<file path="config.mk">
export PLATFORM = sky130hd
export DESIGN_NAME = ptts_cell
export DESIGN_NICKNAME = d
export VERILOG_FILES = /design/src/ptts_pkg.sv /design/src/ptts_cell.sv
export SDC_FILE = /design/constraint.sdc
export NUM_CORES = 1
export LEC_CHECK = 0
export BUFFER_PORTS_ARGS = -buffer_cell sky130_fd_sc_hd__buf_2
export CAP_MARGIN = 20
export CORE_MARGIN = 3
export CORE_UTILIZATION = 30
export DETAILED_ROUTE_END_ITERATION = 7
export PLACE_DENSITY = 0.61
export RECOVER_POWER = 50
export REMOVE_ABC_BUFFERS = 1
export SETUP_SLACK_MARGIN = 0.02
export SLEW_MARGIN = 0
export SYNTH_ARGS = -nofsm -noshare
export SYNTH_HDL_FRONTEND = slang
export SYNTH_SLANG_ARGS = --single-unit
</file>
<file path="constraint.sdc">
create_clock -name i_clk -period 3.4 [get_ports i_clk]
set_clock_uncertainty 0.05 [all_clocks]
set_input_delay 0.51 -clock i_clk [delete_from_list [all_inputs] [get_ports i_clk]]
set_output_delay 0.51 -clock i_clk [all_outputs]
set_load 0.01 [all_outputs]
</file>
<file path="src/ptts_pkg.sv">
// Shared constants and types for the periodic task tick scheduler.
`default_nettype none

package ptts_pkg;

    localparam int unsigned TASK_SLOTS_DEF = 32;
    localparam int unsigned IDX_W = 6;
    localparam int unsigned CNT_W = 7;

    localparam logic CMD_LOAD = 1'b0;
    localparam logic CMD_TICK = 1'b1;
    localparam logic MODE_RM  = 1'b0;
    localparam logic MODE_EDF = 1'b1;
    localparam logic CFG_SCHED_MODE = 1'b0;
    localparam logic CFG_TASK_COUNT = 1'b1;

    // Candidate record that moves one cell per cycle along the chain.
    typedef struct packed {
        logic             found;
        logic [IDX_W-1:0] idx;
        logic [31:0]      key;
        logic [15:0]      rem;
        logic             pmiss;
        logic             wmiss;
        logic [CNT_W-1:0] cnt;
    } t_link;

    // Control broadcast from the sequencer to every cell.
    typedef struct packed {
        logic             load_en;
        logic [IDX_W-1:0] load_idx;
        logic [15:0]      exec_time;
        logic [15:0]      period;
        logic [15:0]      rel_deadline;
        logic             rel_en;
        logic             run_en;
        logic             found;
        logic [IDX_W-1:0] win_idx;
        logic [31:0]      time_now;
        logic [32:0]      time_p1;
        logic [CNT_W-1:0] task_n;
        logic             mode;
    } t_cell_ctl;

endpackage

`default_nettype wire

</file>
<file path="src/ptts_cell.sv">
// One task cell: holds a task entry and its job state, and forwards the best candidate.
`default_nettype none

module ptts_cell import ptts_pkg::*; #(
    parameter int unsigned CELL_IDX = 0
) (
    input  wire logic      i_clk,
    input  wire logic      i_rst_n,
    input  wire t_cell_ctl i_ctl,
    input  wire t_link     i_link,
    output t_link          o_link,
    output logic           o_miss
);

    logic [15:0] r_exec, r_period, r_dl, r_rem;
    logic [31:0] r_rel, r_due;
    t_link       r_link, n_link;
    logic        w_active, w_overdue, w_pmiss, w_wmiss, w_take, w_win;
    logic [31:0] w_key;
    logic [IDX_W-1:0] w_me;

    always_comb begin
        w_me      = IDX_W'(CELL_IDX);
        w_active  = CNT_W'(CELL_IDX) < i_ctl.task_n;
        w_overdue = i_ctl.time_p1 >= {1'b0, r_due};
        w_pmiss   = w_active && (r_rem != 16'd0) && w_overdue;
        w_wmiss   = w_active && (r_rem > 16'd1) && w_overdue;
        w_key     = (i_ctl.mode == MODE_EDF) ? r_due : {16'd0, r_period};
        w_take    = w_active && (r_rem != 16'd0) && (!i_link.found || (w_key < i_link.key));
        w_win     = i_ctl.found && (i_ctl.win_idx == w_me);
        o_miss    = w_active && (w_win ? w_wmiss : w_pmiss);
        n_link    = i_link;
        if (w_take) begin
            n_link.found = 1'b1;
            n_link.idx   = w_me;
            n_link.key   = w_key;
            n_link.rem   = r_rem;
            n_link.pmiss = w_pmiss;
            n_link.wmiss = w_wmiss;
        end
        n_link.cnt = i_link.cnt + CNT_W'(w_pmiss);
    end

    assign o_link = r_link;

    always_ff @(posedge i_clk) begin
        r_link <= n_link;
        if (i_ctl.load_en && (i_ctl.load_idx == w_me)) begin
            r_exec   <= i_ctl.exec_time;
            r_period <= i_ctl.period;
            r_dl     <= i_ctl.rel_deadline;
        end
        if (!i_rst_n) begin
            r_rem <= '0;
            r_rel <= '0;
            r_due <= '0;
        end else if (i_ctl.load_en && (i_ctl.load_idx == w_me)) begin
            r_rem <= '0;
            r_rel <= '0;
            r_due <= '0;
        end else if (i_ctl.rel_en && w_active && (r_rel == i_ctl.time_now)) begin
            r_rem <= r_exec;
            r_due <= i_ctl.time_now + {16'd0, r_dl};
            r_rel <= i_ctl.time_now + {16'd0, r_period};
        end else if (i_ctl.run_en && w_win) begin
            r_rem <= r_rem - 16'd1;
        end
    end

endmodule

`default_nettype wire

</file>
## Word level (Yosys, flattened, before mapping)

Index checks and enable logic that the tools add are counted.

- Add/sub/neg operators: 4
- Order comparisons: 4
- Equal/unequal tests: 1
- Muxes and demuxes: 5
- Bitwise logic cells: 1
- Reductions and logical operators: 18

Operator list:

| kind | number |
|---|---|
| 32-bit by 16-bit adder with 32-bit output | 2 |
| 50-bit two-way mux | 1 |
| 33-bit by 32-bit greater-or-equal comparator with 1-bit output | 1 |
| 32-bit equality test | 1 |
| 32-bit < comparator | 1 |
| 16-bit two-way mux | 2 |
| 32-bit two-way mux | 1 |
| 16-bit by 1-bit > comparator with 1-bit output, second input constant | 1 |
| 16-bit nonzero test | 1 |
| 16-bit by 1-bit subtractor with 16-bit output, second input constant | 1 |
| 6-bit zero test | 2 |
| 1-bit logical AND | 11 |
| 7-bit by 1-bit adder with 7-bit output | 1 |
| 1-bit by 7-bit < comparator with 1-bit output, first input constant | 1 |
| 2-bit nonzero test | 1 |
| 2-bit OR reduction | 1 |
| 1-bit zero test | 1 |
| 1-bit logical OR | 1 |
| 1-bit two-way mux | 1 |
| 1-bit inverter | 1 |

- Bits in registers: 192
- Bits of input ports: 203

## Longest topological paths before layout

Gate-level depths: netlist of run 1.

- Word-level depth: 5
- Depth in mapped cells: 16
- Depth with buffers taken out: 15

## Least setup slack after synthesis of run 1

No wires, ideal clock.

- Path kind: input -> register
- Start: input port i_ctl[0] (netlist name)
- End: register r_link, in the netlist o_link[11]
- Setup time: 0.123 ns
- Arrival: 3.279 ns
- Required time: 3.227 ns
- Setup slack: -0.052 ns
- Stages on the path: 13
- Cells stage by stage: clkbuf_1 > clkbuf_1 > mux2_2 > ha_1 > a21o_1 > a21o_1 > a21oi_1 > o21ai_1 > a221o_1 > a21o_1 > buf_4 > buf_6 > mux2_1

RTL lines:

| element | line | text |
|---|---|---|
| from (decl) | ptts_cell.sv:9 | `input wire t_cell_ctl i_ctl,` |
| to (signal assigned) | ptts_cell.sv:47 | `r_link <= n_link;` |
| to (decl) | ptts_cell.sv:17 | `t_link r_link, n_link;` |

## Worst setup path in the final report of run 1

- Start: register r_due[12]
- End: output port o_miss

- Longest elaborated chain between the ends: 4
- Elaborated cells between the ends (all ways): 5
- Those cells by class: order compare (1); mux (1); reduce/logical (3)

Ends and longest elaborated chain:

| element | line | text |
|---|---|---|
| from (decl) | ptts_cell.sv:16 | `logic [31:0] r_rel, r_due;` |
| from (signal assigned) | ptts_cell.sv:63 | `r_due <= i_ctl.time_now + {16'd0, r_dl};` |
| 33-bit by 32-bit greater-or-equal comparator with 1-bit output (*) | ptts_cell.sv:25 | `w_overdue = i_ctl.time_p1 >= {1'b0, r_due};` |
| 1-bit logical AND, on equally long branches | ptts_cell.sv:26, ptts_cell.sv:27 |  |
| 1-bit two-way mux (*) | ptts_cell.sv:31 | `o_miss = w_active && (w_win ? w_wmiss : w_pmiss);` |
| 1-bit logical AND (*) | ptts_cell.sv:31 |  |
| to (decl) | ptts_cell.sv:12 | `output logic o_miss` |

Mark *: on every way between the ends. The rest lies on a longest branch, timed or not.

==> impl.org, run 1 <==
** Status
- Result of the run :: complete, but fails checks
- Failing checks :: negative setup slack

** STA
- Static timing analysis puts the maximum clock frequency at 0.287 GHz.
- RSZ-0062 raised after global routing :: true
- Setup total negative slack on the finished layout was measured at -0.0850 ns.
- Hold timing on the final database bottoms out at a slack of 0.177 ns.
- Of the available clock period, the critical path in the final layout requires 1.03.
- After layout, the minimum clock period comes to 3.49 ns.
- Setup slack of the critical path after layout :: -0.0850 ns
- Setup violations, final :: 1
- Headroom to the max-slew limit came out at 0.133.
- Hold Vio Cnt, Final :: 0
- The max-slew violation count was 0.
- Pin slew with the least headroom to its limit :: 1.30 ns

** Yosys
- The mapped netlist covers 10700 µm².
- In the post-synthesis netlist, the biggest area contributors are dfxtp_1 (27%), edfxtp_1 (14%), ha_1 (12%), mux2_1 (4.9%), xor2_1 (4.8%).
- Share of synthesized flip-flops with an asynchronous set or reset :: 0
- Proportion of synthesized chip area in sequential cells :: 0.405
- Yosys printed 0 warnings.
- Most frequently used flop master after synthesis :: dfxtp_1
- Mapped Cells :: between 1k and 1.5k
- EDFF count, synth :: 48
- Top cell type's share of synthesized area :: 0.270
- Synthesized area divided by synthesized cell count :: 9.56 µm²
- Counting distinct cell types in the post-synthesis netlist gives 58.
- The largest total area in the synthesized netlist belongs to dfxtp_1.
- The synthesized design contains 192 register bits.

** Setup path
- Counting cells, the worst reg-to-reg path comes to 9.
- In this run the critical register-to-register path is captured at o_link[41].
- Reg-to-reg slack, setup :: 0.28 ns
- Worst Path Required :: 2.84 ns
- Reg-to-reg critical path startpoint :: r_rem[8]
- STA classifies the critical path endpoint as a primary output.
- The worst setup path is launched from a flop.
- Data arrival, critical path :: 2.93 ns
- Along the worst path, the maximum fanout reaches 4.
- The critical path in this run is classified as reg -> out.

** Floorplanning
- Number of top-level design ports :: ~270
- Std-Cell Rows :: between 60 and 70
- X dimension of the die :: ~190 µm
- Initial Utilization :: 0.307
- The die is 195 µm tall.
- Core Box Area :: 34800 µm²
- The die covers between 30000 and 40000 µm².

** Routing
- Remaining DRCs :: 0
- Drt pass-1 iters :: 5
- The routed design has 31400 µm of wire.
- Post-detailed-route wirelength per cell :: 16.6 µm
- The routed layout has just under 9k vias.
- Detail Route Antenna Nets :: 0
- Ratio of routed vias to standard cells :: 4.73
- DRC violation total after the first TritonRoute iteration :: slightly above 400

** Clocking
- The H-tree was split into 4 levels.
- The clock passes through at most 2 buffers.
- CTS tree :: built
- Clock latency on the worst-skew pair :: around 0.45 ns
- Buffer cell driving the clock tree root :: clkbuf_16
- Total clock buffers created by CTS :: 17
- The clock net in this run drives a total of approximately 190 sinks.
- Clock edge transition at the registers on the reported setup and hold paths :: 0.07 ns

** Worst hold path
- The worst hold path begins at i_ctl[85].
- Count of cells along the worst hold path :: 1
- The path with the worst hold slack has its endpoint at r_dl[3].
- In this run the worst hold path is classified as in -> reg.

** Final layout
- Ratio of cells with drive above 1 in the final layout :: 0.231
- The net count of the finished layout is roughly 1.7k.
- Compared with the post-synthesis result, the final layout area differs by 25.8%.
- The finished layout holds 1884 standard cells, fillers aside.

** Global route
- The initial antenna violation count came to 3.
- The number of global-route vias before repair is around 9k.
- The total overflow left after global routing is 0.
- Gr usage total :: 0.164
- Entering global routing, the biggest net connects 62 pins.
- The first global-routing pass estimated 48600 µm of wire.

** Placed design
- The HPWL after detailed placement is 25000 µm.
- At the end of routability-driven placement, the weighted congestion stood at approximately 0.85.
- OpenSTA, run right after detailed placement, puts the worst setup slack at -0.292 ns.
- Number of port buffers :: 267
- Post-Place Cells :: between 1.5k and 2k

** Pwr
- Worst supply voltage drop on vdd :: 0.000378 V
- Summing internal, switching and leakage power gives 5.15 mW.
- Total power divided by cell area :: 384 nW/µm²
- The analysis attributes to cell leakage a power of about 5.7 nW.

** Flow run
- Max cap viols :: 0
-- through the flow --
stage | area, µm² | util
3_5_place_dp | 12800 | 0.368
5_1_grt | 13400 | 0.386
6_report | 13400 | 0.386
2_1_floorplan | 10500 | -
3_3_place_gp | 12800 | 0.367
4_1_cts | 13500 | 0.388
-- timing repair --
item                                   4_1_cts  5_1_grt
endpoints found under the hold margin        0        0
setup endpoints to repair                    5        2
hold buffers                                 0        0
buffers inserted                             7        0
pin swaps                                   10        3
gates resized for setup                     20        3
-- Yosys cell counts, drive strengths merged (23+ instances only) --
master and instances:
a211oi 43, a21o 23, a21oi 76, and2 29
clkbuf 30, dfxtp 144, edfxtp 48, ha 100
inv 77, mux2 60, nand2 98, nand3 26
nor2 73, o21ai 37, xnor2 48, xor2 59
-- layout make-up --
class,count,area [µm²]
fill,3521,21400
multi-input combinational,807,5960
sequential,192,4330
timing repair buffer,319,1690
tap,455,569
clock buffer,18,450
inverter,77,289
clock inverter,14,125
antenna,2,5.00
-- logic make-up (layout without fill, tap and decap cells) --
group           after synthesis  count (layout)  synth area share
compound gates              221             221             0.133
xor+xnor                    107             107            0.0878
fa+ha+maj                   102             102             0.121
buf+inv                     117             428            0.0455
flops                       192             192             0.405
mux                          61              61            0.0642
other cells                   0               2                 0
simple gates                316             316             0.144
-- sequential cells by signal, indices dropped and copies added, names as in the netlist --
register / cells
o_link: 64
r_dl: 16
r_rel: 32
r_due: 32
r_rem: 16
r_exec: 16
r_period: 16
-- cells in the final DEF, fill, tap and decap left out, drive strengths merged, types with 29 or more instances in the layout --
master and n:
a211oi 43, a21oi 76, and2 29, buf 251
clkbuf 86, dfxtp 144, edfxtp 48, ha 100
inv 84, mux2 60, nand2 98, nor2 73
o21ai 37, xnor2 48, xor2 59
-- worst max-delay path by stage --
stage	startpoint	cells past startpoint	slack [ns]	end
after floorplan	r_rem[2]	7	-0.14	o_link[11]
after global placement	i_ctl[24]	13	-0.13	o_miss
after detailed placement	i_ctl[23]	16	-0.29	o_link[6]
after CTS	r_due[9]	12	-0.20	o_miss
after global routing	r_due[9]	12	-0.31	o_miss
final	r_due[12]	12	-0.09	o_miss
-- worst max-delay path, stage by stage, from the launching register on --
cell and delay (ns):
dfxtp_2 0.36, inv_2 0.05, ha_4 0.26, nand4_1 0.20, nor4_2 0.32, buf_4 0.16
a221o_1 0.18, nor3_4 0.07, o211ai_1 0.24, a21oi_2 0.09, o21ai_2 0.22, o311a_1 0.22
buf_6 0.11
-- metal layers --
layer | wire length [µm] | track usage | vias to the layer above
met5 | 9 | 0 | -
li1 | - | - | 4543
met4 | 826 | 0.0569 | 2
met2 | 14900 | 0.278 | 232
met1 | 14000 | 0.208 | 4101
met3 | 1620 | 0.0345 | 41
-- where the power goes --
part	switching (mW)	total, mW	internal (mW)
logic	0.381	0.705	0.324
clock network	0.961	2.03	1.06
registers	0.0216	2.42	2.40
total	1.36	5.15	3.79
Power figures use the tool's default switching activity.
==> run 2: changes to the inputs <==
--- a/config.mk
+++ b/config.mk
@@ -5,12 +5,14 @@
 export SDC_FILE = /design/constraint.sdc
 export NUM_CORES = 1
 export LEC_CHECK = 0
+export ABC_AREA = 1
 export BUFFER_PORTS_ARGS = -buffer_cell sky130_fd_sc_hd__buf_2
 export CAP_MARGIN = 20
 export CORE_MARGIN = 3
 export CORE_UTILIZATION = 30
+export CTS_CLUSTER_DIAMETER = 60
 export DETAILED_ROUTE_END_ITERATION = 7
-export PLACE_DENSITY = 0.61
+export PLACE_DENSITY = 0.6
 export RECOVER_POWER = 50
 export REMOVE_ABC_BUFFERS = 1
 export SETUP_SLACK_MARGIN = 0.02
==> constraint.sdc (replaced) <==
create_clock -name i_clk -period 3.4 [get_ports i_clk]
set_clock_uncertainty 0.05 [all_clocks]
set_input_delay 0.51 -clock i_clk [delete_from_list [all_inputs] [get_ports i_clk]]
set_output_delay 0.51 -clock i_clk [all_outputs]
set_load 0.1 [all_outputs]
==> impl.org, run 2 <==
** Final layout
- The signed area change from the synthesized netlist to the final layout was 20.8% (was 25.8%).
- Leading cell types in the layout, fill and taps excluded: nand2_1 (409), inv_1 (201), buf_2 (194) (was buf_2 (200), dfxtp_1 (136), nand2_1 (97)).
- The final design instance area without fill was 14600 µm² (was 13400 µm²).
- The net count of the finished layout is 2234 (was 1719).
- Ratio of cells with drive above 1 in the final layout :: 0.152 (was 0.231)
- The most common cell after layout, fill and taps aside is nand2_1 (was buf_2).
- Largest register FFs :: 64 (unchanged)
- Final design utilization :: 0.372 (was 0.386)

** Yosys
- The flop and latch count out of synthesis was 192 (unchanged).
- Top cell type's share of synthesized area :: 0.239 (was 0.270)
- Netlist Area Pre-Place :: 12100 µm² (was 10700 µm²)
- Most area-consuming cells after synthesis :: dfxtp_1 (24%), nand2_1 (13%), edfxtp_1 (12%), ha_1 (10%), inv_1 (6.3%) (was dfxtp_1 (27%), edfxtp_1 (14%), ha_1 (12%), mux2_1 (4.9%), xor2_1 (4.8%))
- Commonest cells in the netlist :: nand2_1 (411), inv_1 (202), nor2_1 (153) (was dfxtp_1 (144), ha_1 (100), nand2_1 (98))
- The gate count of the mapped netlist came to 1674 (was 1116).
- Yosys synthesis warning count :: 0 (unchanged)
- Top-count cell post-synth :: nand2_1 (was dfxtp_1)
- The synthesized area per cell is 7.21 µm² (was 9.56 µm²).
- Count of different cell masters after synthesis :: 46 (was 58)
- The top flip-flop cell by instance count after synthesis was dfxtp_1 (unchanged).
- Share of synthesized flip-flops with an asynchronous set or reset :: 0 (unchanged)
- EDFF count, synth :: 48 (unchanged)
- Proportion of synthesized chip area in sequential cells :: 0.358 (was 0.405)
- Library cell occupying the most area in the post-synthesis netlist :: dfxtp_1 (unchanged)

** Setup path
- Reg-to-reg slack, setup :: 0.63 ns (was 0.28 ns)
- Reg-to-reg critical path startpoint :: r_period[5] (was r_rem[8])
- R2R depth :: 14 (was 9)
- Cell-by-cell trace of the critical path :: inv_1 -> ha_4 -> nand2_1 -> nor2_2 -> nand4_1 -> nor2_4 -> nand4_1 -> nand4_1 -> nand2_1 -> inv_2 -> nand2_1 -> o21ai_2 -> clkbuf_16 (was inv_2 -> ha_4 -> nand4_1 -> nor4_2 -> buf_4 -> a221o_1 -> nor3_4 -> o211ai_1 -> a21oi_2 -> o21ai_2 -> o311a_1 -> buf_6)
- Terminus of the critical flop-to-flop path :: o_link[59] (was o_link[41])
- The slowest cell on the critical path is dfxtp_2 (unchanged).
- Crit-path max FO :: 3 (was 4)
- Data arrival, critical path :: 2.67 ns (was 2.93 ns)
- The startpoint-to-endpoint class of the critical path is reg -> out (unchanged).
- The data required time at the worst endpoint was 2.84 ns (about the same).
- Worst stage delay on the critical path :: 0.35 ns (was 0.36 ns)
- Sort of element at the start of the critical path :: flop (unchanged)
- The sort of element at the end of the critical path is a primary output (unchanged).

** Global route
- Pin count of the biggest net entering global routing :: 67 (was 62)
- The wire length of the first global-routing pass came to 63300 µm (was 48600 µm).
- The global-route usage over all layers was 0.195 (was 0.164).
- The leftover overflow at the end of global routing was 0 (unchanged).
- Antenna violations before repair :: 5 (was 3)
- The number of global-route vias before repair came to 11.3k (was 9029).

** STA
- Hold Vio Cnt, Final :: 0 (unchanged)
- The highest achievable clock rate came to 0.309 GHz (was 0.287 GHz).
- Post-layout minimum cycle time :: 3.23 ns (was 3.49 ns)
- The setup TNS came to 0 ns (was -0.0850 ns).
- The max-slew violation count was 0 (unchanged).
- The slew of the pin with the lowest slew margin came to 1.37 ns (was 1.30 ns).
- The final clock period utilization by the worst path was 0.951 (was 1.03).
- The headroom to the max-slew limit is 0.0848 (was 0.133).
- Worst Hold Slack :: 0.167 ns (was 0.177 ns)
- Setup violations, final :: 0 (was 1)
- RSZ-0062 raised after global routing :: false (was true)

** Clocking
- The clock-pin slew on the worst setup and hold paths came to 0.08 ns (was 0.07 ns).
- The quantity of hold-fixing buffers added after cts is 0 (unchanged).
- CTS tree :: built (unchanged)
- The cell at the root of the clock tree is clkbuf_16 (unchanged).
- Num Clock Sinks :: 192 (unchanged)
- The number of buffers on the longest clock path came to 2 (unchanged).
- The insertion delay to the later sink of the worst-skew pair came to 0.46 ns (was 0.45 ns).
- Maximum level of the CTS H-tree :: 4 (unchanged)
- Total clock buffers created by CTS :: 17 (unchanged)

** Worst hold path
- Path type of the worst min-delay path :: in -> reg (unchanged)
- The endpoint of the worst hold-timing path was r_dl[13] (was r_dl[3]).
- Count of cells along the worst hold path :: 1 (unchanged)
- Hold path startpoint :: i_ctl[95] (was i_ctl[85])

** Routing
- Detail Route Antenna Nets :: 0 (unchanged)
- The DRC violation count after routing is 0 (unchanged).
- Number of vias in the routed layout :: 11.7k (was 8919)
- Ratio of routed vias to standard cells :: 4.75 (was 4.73)
- The routed length per placed instance is 17.3 µm (was 16.6 µm).
- Detailed-route wire length :: 42600 µm (was 31400 µm)
- DRC violation total after the first TritonRoute iteration :: 832 (was 407)
- The count of TritonRoute iterations in the first routing pass was 5 (unchanged).

** Floorplanning
- Std-Cell Rows :: 72 (was 68)
- Initial Utilization :: 0.308 (was 0.307)
- Chip Height :: 207 µm (was 195 µm)
- The die width was 207 µm (was 195 µm).
- The number of top-level pins came to 268 (unchanged).
- The core area was 39200 µm² (was 34800 µm²).
- The total die area was 42700 µm² (was 37900 µm²).

** Status
- Result of the run: completed (was complete, but fails checks).

** Placed design
- The post-place instance area is 14000 µm² (was 12800 µm²).
- HPWL after DPL :: 34800 µm (was 25000 µm)
- The final estimated routing congestion in global placement was 0.945 (was 0.847).
- The number of port buffers was 267 (unchanged).

** Flow run
- Max cap viols :: 0 (unchanged)

** Pwr
- The power consumption is 5.79 mW (was 5.15 mW).
- Worst supply voltage drop on vdd :: 0.000197 V (was 0.000378 V)
- The cell area power density was 397 nW/µm² (was 384 nW/µm²).
- The standby leakage power came to 6.86 nW (was 5.72 nW).
[run 2: cell count changes after synthesis, moves of 18 or more]
cell,previous run,this run
nand2_1,98,411
a211oi_1,43,1
and2_1,29,3
nor2_1,73,153
a21o_1,23,5
o21ai_0,24,117
nand3_1,26,92
mux2_1,46,0
xnor2_1,48,27
inv_1,77,202
a21oi_1,76,132
[run 2: final cells by class]
type                       count  area, µm²
antenna                        2       5.00
timing repair buffer         286       1440
fill                        4243      24600
clock inverter                12        159
inverter                     209        785
tap                          518        648
clock buffer                  20        447
sequential                   192       4330
multi-input combinational   1223       6760
[run 2: where the power goes]
group | leakage [nW] | switching (mW) | internal [mW]
clock network | 0.291 | 0.954 | 1.18
logic | 4.95 | 0.928 | 0.299
registers | 1.62 | 0.0217 | 2.40
total | 6.86 | 1.90 | 3.89
[run 2: cell families (layout without fill, tap and decap cells)]
logic type                 Yosys count  count (layout)  share of synthesized area
xor gates and xnor gates            70              70                     0.0508
AOI/OAI and AO/OA                  306             306                      0.137
other                                0               2                          0
adders and majority gates          102             102                      0.107
and+or+nand+nor                    745             745                      0.259
DFF                                192             192                      0.358
buffers and inverters              259             527                     0.0876
[run 2: metal layers]
layer | wire length [µm] | global-route usage
met2 | 19400 | 0.312
met5 | 51 | 0
met4 | 920 | 0.0669
met3 | 2710 | 0.0356
met1 | 19500 | 0.266
[run 2: stage by stage]
| step | std cells | worst slack [ns] |
|---|---|---|
| floorplan | 1624 | -2.90 |
| global placement | 2424 | 0.146 |
| detailed placement | 2424 | 0.148 |
| CTS | 2456 | 0.0224 |
| global route | 2461 | 0.0116 |
| finish | 2462 | 0.168 |
[run 2: timing repair]
action | 4_1_cts | 5_1_grt
buffers inserted | 0 | 4
resized for setup | 2 | 16
setup endpoints to repair | 1 | 1
hold endpoints to repair | 0 | 0
pin swaps | 1 | 6
[run 2: worst max path at each step]
stage / startpoint / cells past startpoint / slack [ns] / to
floorplan: i_ctl[133] / 7 / -2.90 / r_due[29]
global placement: i_ctl[32] / 11 / 0.15 / o_miss
detailed placement: i_ctl[32] / 11 / 0.15 / o_miss
CTS: r_due[23] / 13 / 0.02 / o_miss
global route: r_due[22] / 13 / 0.01 / o_miss
finish: r_due[23] / 13 / 0.17 / o_miss
[run 2: critical path: cells and delay by family, from the launching register on]
kind	cells	cell delay, ns
AOI/OAI and AO/OA	1	0.07
adders and majority gates	1	0.27
buffers and inverters	3	0.36
DFF	1	0.35
and+or+nand+nor	8	1.14
